### config.mk
export PLATFORM = sky130hd
export DESIGN_NAME = can_subscriber_filter_dispatch
export DESIGN_NICKNAME = d
export VERILOG_FILES = /design/src/rtl/core/cfd_pkg.sv /design/src/rtl/core/can_subscriber_filter_dispatch.sv /design/src/rtl/core/cfd_slot_cell.sv
export SDC_FILE = /design/constraint.sdc
export NUM_CORES = 2
export LEC_CHECK = 0
export BUFFER_PORTS_ARGS = -buffer_cell sky130_fd_sc_hd__buf_2
export CAP_MARGIN = 10
export CORE_ASPECT_RATIO = 0.5
export CORE_MARGIN = 4
export CORE_UTILIZATION = 32
export CTS_BUF_LIST = sky130_fd_sc_hd__clkbuf_4 sky130_fd_sc_hd__clkbuf_8 sky130_fd_sc_hd__clkbuf_16
export CTS_CLUSTER_DIAMETER = 40
export DETAILED_ROUTE_END_ITERATION = 16
export PLACE_DENSITY_LB_ADDON = 0.2
export SYNTH_ARGS = -nofsm -noshare
export SYNTH_HDL_FRONTEND = slang
export SYNTH_SLANG_ARGS = --single-unit
### constraint.sdc
create_clock -name clock -period 68.3 [get_ports clock]
set_input_delay 20.49 -clock clock [delete_from_list [all_inputs] [get_ports clock]]
set_output_delay 20.49 -clock clock [all_outputs]
set_load 0.05 [all_outputs]
### src/rtl/core/cfd_pkg.sv
`timescale 1ns / 1ps

package cfd_pkg;

   // Field widths of the request and response.
   localparam int ID_W   = 29;
   localparam int DEST_W = 8;
   localparam int SLOT_W = 3;
   localparam int BUS_FW = 2;

   // Defaults of the top-level parameters.
   localparam int DEFAULT_BUSES = 2;
   localparam int DEFAULT_SLOTS = 8;

   // Operation and response kind codes.
   localparam logic OP_SUBSCRIBE = 1'b0;
   localparam logic OP_FRAME     = 1'b1;
   localparam logic KIND_ACK     = 1'b0;
   localparam logic KIND_DELIVER = 1'b1;

   // Request token that walks the row of slot cells, one cell per cycle.
   // The pending fields hold the latest claim or match; a pending match is
   // emitted once a later match proves it is not the last one.
   typedef struct packed {
      logic              valid;
      logic              op;
      logic [BUS_FW-1:0] bus;
      logic [ID_W-1:0]   id;
      logic [ID_W-1:0]   mask;
      logic              ext;
      logic [DEST_W-1:0] dest;
      logic              done;
      logic              pend_valid;
      logic [SLOT_W-1:0] pend_slot;
      logic [DEST_W-1:0] pend_dest;
   } token_type;

   // One response as produced by a cell or by the end of the row.
   typedef struct packed {
      logic              strobe;
      logic              kind;
      logic              accepted;
      logic [SLOT_W-1:0] slot;
      logic [DEST_W-1:0] dest;
      logic [ID_W-1:0]   frame_id;
      logic              last;
   } emit_type;

endpackage

### src/rtl/core/can_subscriber_filter_dispatch.sv
`timescale 1ns / 1ps

// Channel   Handshake                 Payload
// request   start & !busy             req_operation .. req_frame_extended
// response  rsp_strobe (one cycle)    rsp_kind .. rsp_last
//
// Each request passes through the request register, each slot cell of the row
// in turn, and the response register. Busy is high from the accepted start
// until the cycle that shows the final response.
// A subscribe gives one acknowledgement; a frame gives up to SLOTS deliveries,
// at most one per cycle, in slot order, the final one marked last.
// Synchronous reset clears the used flags, so all tables start empty.
// The receiver cannot stall; responses are shown for one cycle only.

module can_subscriber_filter_dispatch #(
   parameter int BUSES = cfd_pkg::DEFAULT_BUSES,
   parameter int SLOTS = cfd_pkg::DEFAULT_SLOTS
) (
   input  logic                        clock,
   input  logic                        reset,
   input  logic                        start,
   output logic                        busy,
   input  logic                        req_operation,
   input  logic [cfd_pkg::BUS_FW-1:0]  req_bus,
   input  logic [cfd_pkg::ID_W-1:0]    req_filter_id,
   input  logic [cfd_pkg::ID_W-1:0]    req_filter_mask,
   input  logic                        req_want_extended,
   input  logic [cfd_pkg::DEST_W-1:0]  req_dest_tag,
   input  logic [cfd_pkg::ID_W-1:0]    req_frame_id,
   input  logic                        req_frame_extended,
   output logic                        rsp_strobe,
   output logic                        rsp_kind,
   output logic                        rsp_accepted,
   output logic [cfd_pkg::SLOT_W-1:0]  rsp_slot,
   output logic [cfd_pkg::DEST_W-1:0]  rsp_out_dest,
   output logic [cfd_pkg::ID_W-1:0]    rsp_out_frame_id,
   output logic                        rsp_last
);

   cfd_pkg::token_type tok [0:SLOTS];
   cfd_pkg::emit_type  cell_emit [0:SLOTS-1];
   logic [SLOTS-1:0]   emit_strobes;

   cfd_pkg::token_type req_ff;
   cfd_pkg::token_type req_in;
   cfd_pkg::emit_type  rsp_ff;
   cfd_pkg::emit_type  rsp_in;
   cfd_pkg::emit_type  tail_emit;
   logic               busy_ff;
   logic               busy_in;
   logic               take;

   assign take = start && !busy_ff;

   // Request register at the head of the row.
   always_comb begin
      req_in            = '0;
      req_in.valid      = take;
      req_in.op         = req_operation;
      req_in.bus        = req_bus;
      if (req_operation == cfd_pkg::OP_SUBSCRIBE) begin
         req_in.id      = req_filter_id;
         req_in.mask    = req_filter_mask;
         req_in.ext     = req_want_extended;
         req_in.dest    = req_dest_tag;
      end else begin
         req_in.id      = req_frame_id;
         req_in.ext     = req_frame_extended;
      end
   end

   always_ff @(posedge clock) begin
      if (reset) begin
         req_ff.valid <= 1'b0;
      end else begin
         req_ff <= req_in;
      end
   end

   assign tok[0] = req_ff;

   // Row of slot cells.
   for (genvar i = 0; i < SLOTS; i++) begin : g_cell
      cfd_slot_cell #(
         .BUSES      (BUSES),
         .SLOT_INDEX (i)
      ) u_cell (
         .clock  (clock),
         .reset  (reset),
         .tok_i  (tok[i]),
         .tok_o  (tok[i+1]),
         .emit_o (cell_emit[i])
      );
      assign emit_strobes[i] = cell_emit[i].strobe;
   end

   // End of the row: acknowledgement or the final delivery.
   always_comb begin
      tail_emit = '0;
      if (tok[SLOTS].valid) begin
         tail_emit.last = 1'b1;
         if (tok[SLOTS].op == cfd_pkg::OP_SUBSCRIBE) begin
            tail_emit.strobe   = 1'b1;
            tail_emit.kind     = cfd_pkg::KIND_ACK;
            tail_emit.accepted = tok[SLOTS].done;
            if (tok[SLOTS].done) begin
               tail_emit.slot = tok[SLOTS].pend_slot;
               tail_emit.dest = tok[SLOTS].pend_dest;
            end
         end else if (tok[SLOTS].pend_valid) begin
            tail_emit.strobe   = 1'b1;
            tail_emit.kind     = cfd_pkg::KIND_DELIVER;
            tail_emit.slot     = tok[SLOTS].pend_slot;
            tail_emit.dest     = tok[SLOTS].pend_dest;
            tail_emit.frame_id = tok[SLOTS].id;
         end
      end
   end

   // Only the cell holding the token can emit, so the responses merge by OR.
   always_comb begin
      rsp_in = tail_emit;
      for (int i = 0; i < SLOTS; i++) begin
         rsp_in = rsp_in | cell_emit[i];
      end
   end

   always_ff @(posedge clock) begin
      if (reset) begin
         rsp_ff.strobe <= 1'b0;
      end else begin
         rsp_ff <= rsp_in;
      end
   end

   // Busy covers the whole walk of the token.
   always_comb begin
      busy_in = busy_ff;
      if (take) begin
         busy_in = 1'b1;
      end else if (tok[SLOTS].valid) begin
         busy_in = 1'b0;
      end
   end

   always_ff @(posedge clock) begin
      if (reset) begin
         busy_ff <= 1'b0;
      end else begin
         busy_ff <= busy_in;
      end
   end

   assign busy             = busy_ff;
   assign rsp_strobe       = rsp_ff.strobe;
   assign rsp_kind         = rsp_ff.kind;
   assign rsp_accepted     = rsp_ff.accepted;
   assign rsp_slot         = rsp_ff.slot;
   assign rsp_out_dest     = rsp_ff.dest;
   assign rsp_out_frame_id = rsp_ff.frame_id;
   assign rsp_last         = rsp_ff.last;

`ifndef SYNTHESIS
   // At most one cell releases a delivery in any cycle.
   a_one_emit: assert property (@(posedge clock) disable iff (reset)
      $onehot0(emit_strobes))
      else $error("more than one slot cell emitted in one cycle");

   // An accepted request holds busy on the next cycle.
   a_busy_after_take: assert property (@(posedge clock) disable iff (reset)
      take |=> busy)
      else $error("busy not raised after an accepted request");

   // The final response of a request coincides with busy falling.
   a_last_idle: assert property (@(posedge clock) disable iff (reset)
      (rsp_strobe && rsp_last) |-> !busy)
      else $error("busy still high with the final response");

   // An acknowledgement is always the only and last response.
   a_ack_last: assert property (@(posedge clock) disable iff (reset)
      (rsp_strobe && (rsp_kind == cfd_pkg::KIND_ACK)) |-> rsp_last)
      else $error("acknowledgement not marked last");

   // Responses only come out of a request in progress.
   a_rsp_busy: assert property (@(posedge clock) disable iff (reset)
      rsp_strobe |-> $past(busy))
      else $error("response without a request in progress");
`endif

endmodule

### src/rtl/core/cfd_slot_cell.sv
`timescale 1ns / 1ps

module cfd_slot_cell #(
   parameter int BUSES      = cfd_pkg::DEFAULT_BUSES,
   parameter int SLOT_INDEX = 0
) (
   input  logic               clock,
   input  logic               reset,
   input  cfd_pkg::token_type tok_i,
   output cfd_pkg::token_type tok_o,
   output cfd_pkg::emit_type  emit_o
);

   localparam int BUS_W = (BUSES > 1) ? $clog2(BUSES) : 1;
   localparam logic [cfd_pkg::SLOT_W-1:0] MY_SLOT = cfd_pkg::SLOT_W'(SLOT_INDEX);

   // This slot's subscriber entry for every bus.
   logic                        used_ff [0:BUSES-1];
   logic [cfd_pkg::ID_W-1:0]    id_ff   [0:BUSES-1];
   logic [cfd_pkg::ID_W-1:0]    mask_ff [0:BUSES-1];
   logic                        ext_ff  [0:BUSES-1];
   logic [cfd_pkg::DEST_W-1:0]  dest_ff [0:BUSES-1];

   cfd_pkg::token_type tok_ff;
   cfd_pkg::token_type tok_in;

   logic [BUS_W-1:0] bidx;
   logic             in_range;
   logic             claim;
   logic             match;

   assign bidx     = tok_i.bus[BUS_W-1:0];
   assign in_range = int'(tok_i.bus) < BUSES;

   // A subscribe with a nonzero destination on a bus in range claims this slot when no earlier cell did and it is free.
   assign claim = tok_i.valid && (tok_i.op == cfd_pkg::OP_SUBSCRIBE) && !tok_i.done
                  && in_range && (tok_i.dest != '0) && !used_ff[bidx];

   // A frame matches on equal format and equal identifier bits under the mask.
   assign match = tok_i.valid && (tok_i.op == cfd_pkg::OP_FRAME) && in_range
                  && used_ff[bidx] && (ext_ff[bidx] == tok_i.ext)
                  && (((tok_i.id ^ id_ff[bidx]) & mask_ff[bidx]) == '0);

   // Update the token and release an earlier match that is now known not last.
   always_comb begin
      tok_in = tok_i;
      emit_o = '0;
      if (claim) begin
         tok_in.done      = 1'b1;
         tok_in.pend_slot = MY_SLOT;
         tok_in.pend_dest = tok_i.dest;
      end
      if (match) begin
         tok_in.pend_valid = 1'b1;
         tok_in.pend_slot  = MY_SLOT;
         tok_in.pend_dest  = dest_ff[bidx];
         if (tok_i.pend_valid) begin
            emit_o.strobe   = 1'b1;
            emit_o.kind     = cfd_pkg::KIND_DELIVER;
            emit_o.slot     = tok_i.pend_slot;
            emit_o.dest     = tok_i.pend_dest;
            emit_o.frame_id = tok_i.id;
         end
      end
   end

   // Hand the token to the next cell.
   always_ff @(posedge clock) begin
      if (reset) begin
         tok_ff.valid <= 1'b0;
      end else begin
         tok_ff <= tok_in;
      end
   end

   assign tok_o = tok_ff;

   // Entry storage; only the used flags need a reset.
   always_ff @(posedge clock) begin
      if (reset) begin
         for (int b = 0; b < BUSES; b++) begin
            used_ff[b] <= 1'b0;
         end
      end else if (claim) begin
         used_ff[bidx] <= 1'b1;
      end
   end

   always_ff @(posedge clock) begin
      if (claim) begin
         id_ff[bidx]   <= tok_i.id;
         mask_ff[bidx] <= tok_i.mask;
         ext_ff[bidx]  <= tok_i.ext;
         dest_ff[bidx] <= tok_i.dest;
      end
   end

endmodule

==> impl_metrics.yaml <==
outcome:
  outcome: "finished, final reports clean"
power_and_ir_drop:
  cellPowerDensity_nw_per_um2: 30.8
  ir_worst_vdd_mv: 0.0185
  cellLeakagePower_nw: 26.0
  post-layout-total-power_mw: 2.39
routing:
  avgViaCountPerCell: 4.77
  initialDrtViolationCount: 3261
  via_count: 32105
  antenna_violating_nets_remaining: 0
  met3_routed_length_um: 12400
  wire_length_on_met2_um: 63100
  drt-pass1-iter-count: 9
  totalWireLength_um: 159000
  drt-met1-wl_um: 80300
  routedWlPerCell_um: 23.6
  top_layer: "met4"
  drc: 0
setup_path:
  worstSetupPathType: "primary input to flop"
  ff2ff_setup_slack_ps: 64180
  timing.critical_path.fanout_max: 103
  worst_ep_arrival_time_ps: 23350
  data_required_time_of_the_worst_path_ps: 68710
  worstSetupEndpointType: "flop"
  worst_setup_path_start_kind: "primary input"
place:
  post-place-cells: 6383
  buffer_ports.inserted: 147
  place.detailed.hpwl_um: 111000
  place_area_um2: 71500
  gp_congestion: 0.794
synth:
  yosysWarnings: 0
  synth_enable_flop_cells: 1802
  syn_nets: 3611
  asyncSetResetFlopFracSynth: 0
  synth_cell_type_count: 65
  syn-cell-area_um2: 67200
  postSynth.topFlopCell: "sky130_fd_sc_hd__edfxtp_1"
  syn_inst: 3508
  yosys_register_bits: 1837
  synth-seq-area-share: 0.816
  average_cell_area_after_synthesis_um2: 19.2
clock_network:
  holdBufCountCts: 0
  cts.htree.levels: 4
  cts_made_buffers: 193
  ctsLongestPathBuffers: 4
  cts_setup_buffers: 0
  path_clk_slew_ps: 60
  clock_insertion_delay_worst_skew_ps: 810
  cts_root_buffer: "sky130_fd_sc_hd__clkbuf_16"
  clock_tree_from_tritoncts: "built"
  clock_sinks: 1837
  cts-resized-gates: 0
cells_and_area:
  layout_common_cells: "1,802 x sky130_fd_sc_hd__edfxtp_1, 467 x sky130_fd_sc_hd__xor2_1, 211 x sky130_fd_sc_hd__a22oi_1, 196 x sky130_fd_sc_hd__clkbuf_16, 146 x sky130_fd_sc_hd__buf_2"
  mostFrequentLayoutCell: "sky130_fd_sc_hd__edfxtp_1"
  layout.filler_cells: 18954
  drive_above_1_share: 0.154
  register_area_um2: 54800
  layout_cells_excl_fill: 6727
  fin_area_um2: 77700
  area_delta_synth_final_pct: 15.6
  multi_input_comb_area_um2: 11800
  utilization: 0.374
  design.final.nets: 3921
sta:
  tns_ps: 0
  setup_viol: 0
  max_slew.worst_pin.slew_ps: 1230
  maxSlewViolCount: 0
  timing.slew.headroom: 0.178
  achievable-frequency_mhz: 43.6
  setup_repair_after_global_routing_missed_its_margin: "false"
  fin_crit_sh: 0.336
  finalWorstPathRequiredPeriod_ps: 22940
  final.setup_skew_ps: 63.6
  hold_violations: 0
global_route:
  total_global_routing_track_utilization: 0.142
  grt_pass1_vias: 31996
  grt_pass1_wl_um: 229000
  pin_count_of_the_biggest_net_entering_global_routing: 162
  grt-ovfl-total: 0
  antenna_found_initial: 11
run:
  max_cap_viol_count: 0
die:
  die_h_um: 332
  floorplan.rows: 118
  initial_utilization: 0.323
  dieArea_um2: 218000
  io_pins: 148
  die-width_um: 656
  core_um2: 208000
min_path:
  worst_hold_path_type: "flop to flop"
## worst max-delay path, stage by stage
cell,delay (ps)
sky130_fd_sc_hd__buf_2,380
sky130_fd_sc_hd__inv_8,660
sky130_fd_sc_hd__buf_4,790
sky130_fd_sc_hd__buf_4,850
## through the flow
step | hold WS, ps | worst slack, ps
6_report | 447 | 45360
3_3_place_gp | 436 | 44640
5_1_grt | 460 | 45210
4_1_cts | 447 | 45430
2_1_floorplan | 421 | 28430
3_5_place_dp | 433 | 44550
## report_power, final
| group | total, mW | switching [mW] | internal [mW] | leakage, nW |
|---|---|---|---|---|
| Sequential | 1.32 | 0.0488 | 1.27 | 17.1 |
| Combinational | 0.0542 | 0.0329 | 0.0213 | 5.93 |
| Clock | 1.02 | 0.428 | 0.589 | 3.01 |
## flip-flops by register name, indices dropped and copies added, names as in the netlist, named ones only
signal	flops
g_cell.u_cell.ext_ff	16
rsp_out_dest	8
rsp_strobe	1
g_cell.u_cell.used_ff	16
g_cell.u_cell.tok_o	625
rsp_accepted	1
rsp_slot	3
g_cell.u_cell.dest_ff	128
rsp_last	1
rsp_out_frame_id	29
g_cell.u_cell.id_ff	464
req_ff	71
busy	1
rsp_kind	1
g_cell.u_cell.mask_ff	464
## worst paths after layout
path,from,to,cells past startpoint
worst max-delay path,reset,g_cell[6].u_cell.tok_o[33]$_DFFE_PN_,4
worst min-delay path,g_cell[6].u_cell.tok_o[39]$_DFFE_PN_,g_cell[7].u_cell.mask_ff[1][17]$_DFFE_PP_,0
worst max register to register,flop,rsp_out_frame_id[19]$_DFFE_PN_,10
worst min register to register,g_cell[6].u_cell.tok_o[39]$_DFFE_PN_,g_cell[7].u_cell.mask_ff[1][17]$_DFFE_PP_,0
## routing by layer
layer  vias to the layer above  track usage
li1                      14529            -
met1                     16402        0.228
met2                       966        0.190
met3                       208       0.0368
met4                         0       0.0323
met5                         -            0
## cells by family (layout without fill, tap and decap cells)
group                     count (synthesis)  after routing  share of synthesized area
other                                     0              7                          0
AOI/OAI and AO/OA                       523            523                     0.0591
muxes                                   123            123                     0.0193
and+or+nand+nor                         387            387                     0.0340
DFF                                    1837           1837                      0.816
buffers and inverters                   166            618                     0.0102
xor gates and xnor gates                472            472                     0.0615
## cell usage after synthesis, drive strengths merged, types with 4 or more instances
library cell | number | area share
edfxtp | 1802 | 0.81
xor2 | 467 | 0.061
a22oi | 211 | 0.024
nor2b | 100 | 0.0093
inv | 87 | 0.0049
a21oi | 75 | 0.0056
mux2i | 69 | 0.010
nand3 | 61 | 0.0045
mux2 | 54 | 0.0091
a221oi | 53 | 0.0069
a211oi | 51 | 0.0058
nor2 | 42 | 0.0023
clkbuf | 40 | 0.0022
buf | 38 | 0.0031
dfxtp | 35 | 0.010
nand4 | 34 | 0.0032
a222oi | 31 | 0.0046
o22ai | 29 | 0.0027
nand2 | 28 | 0.0016
a22o | 26 | 0.0034
nor4 | 23 | 0.0022
or2 | 16 | 0.0015
nand2b | 13 | 0.0012
and3 | 10 | 0.00093
nor3 | 10 | 0.00082
nand3b | 9 | 0.0010
o21a | 8 | 0.00089
o2bb2ai | 8 | 0.0010
a2111oi | 7 | 0.0018
and2 | 7 | 0.00065
or3 | 7 | 0.00065
a21boi | 6 | 0.00073
nor3b | 6 | 0.00074
a31oi | 5 | 0.00047
xnor2 | 5 | 0.00065
and4 | 4 | 0.00052
and4b | 4 | 0.00060
nand4b | 4 | 0.00061
o21ai | 4 | 0.00030
## layout make-up
cell class              instances  area share
multi-input cells            1505       0.152
repair buffers                193      0.0143
flip-flops and latches       1837       0.706
inverters                      88     0.00435
clock inverters               109      0.0126
diodes                          7    0.000226
well taps                    2760      0.0445
clock buffers                 228      0.0663
Note: power is estimated with default switching activity, not from simulation.
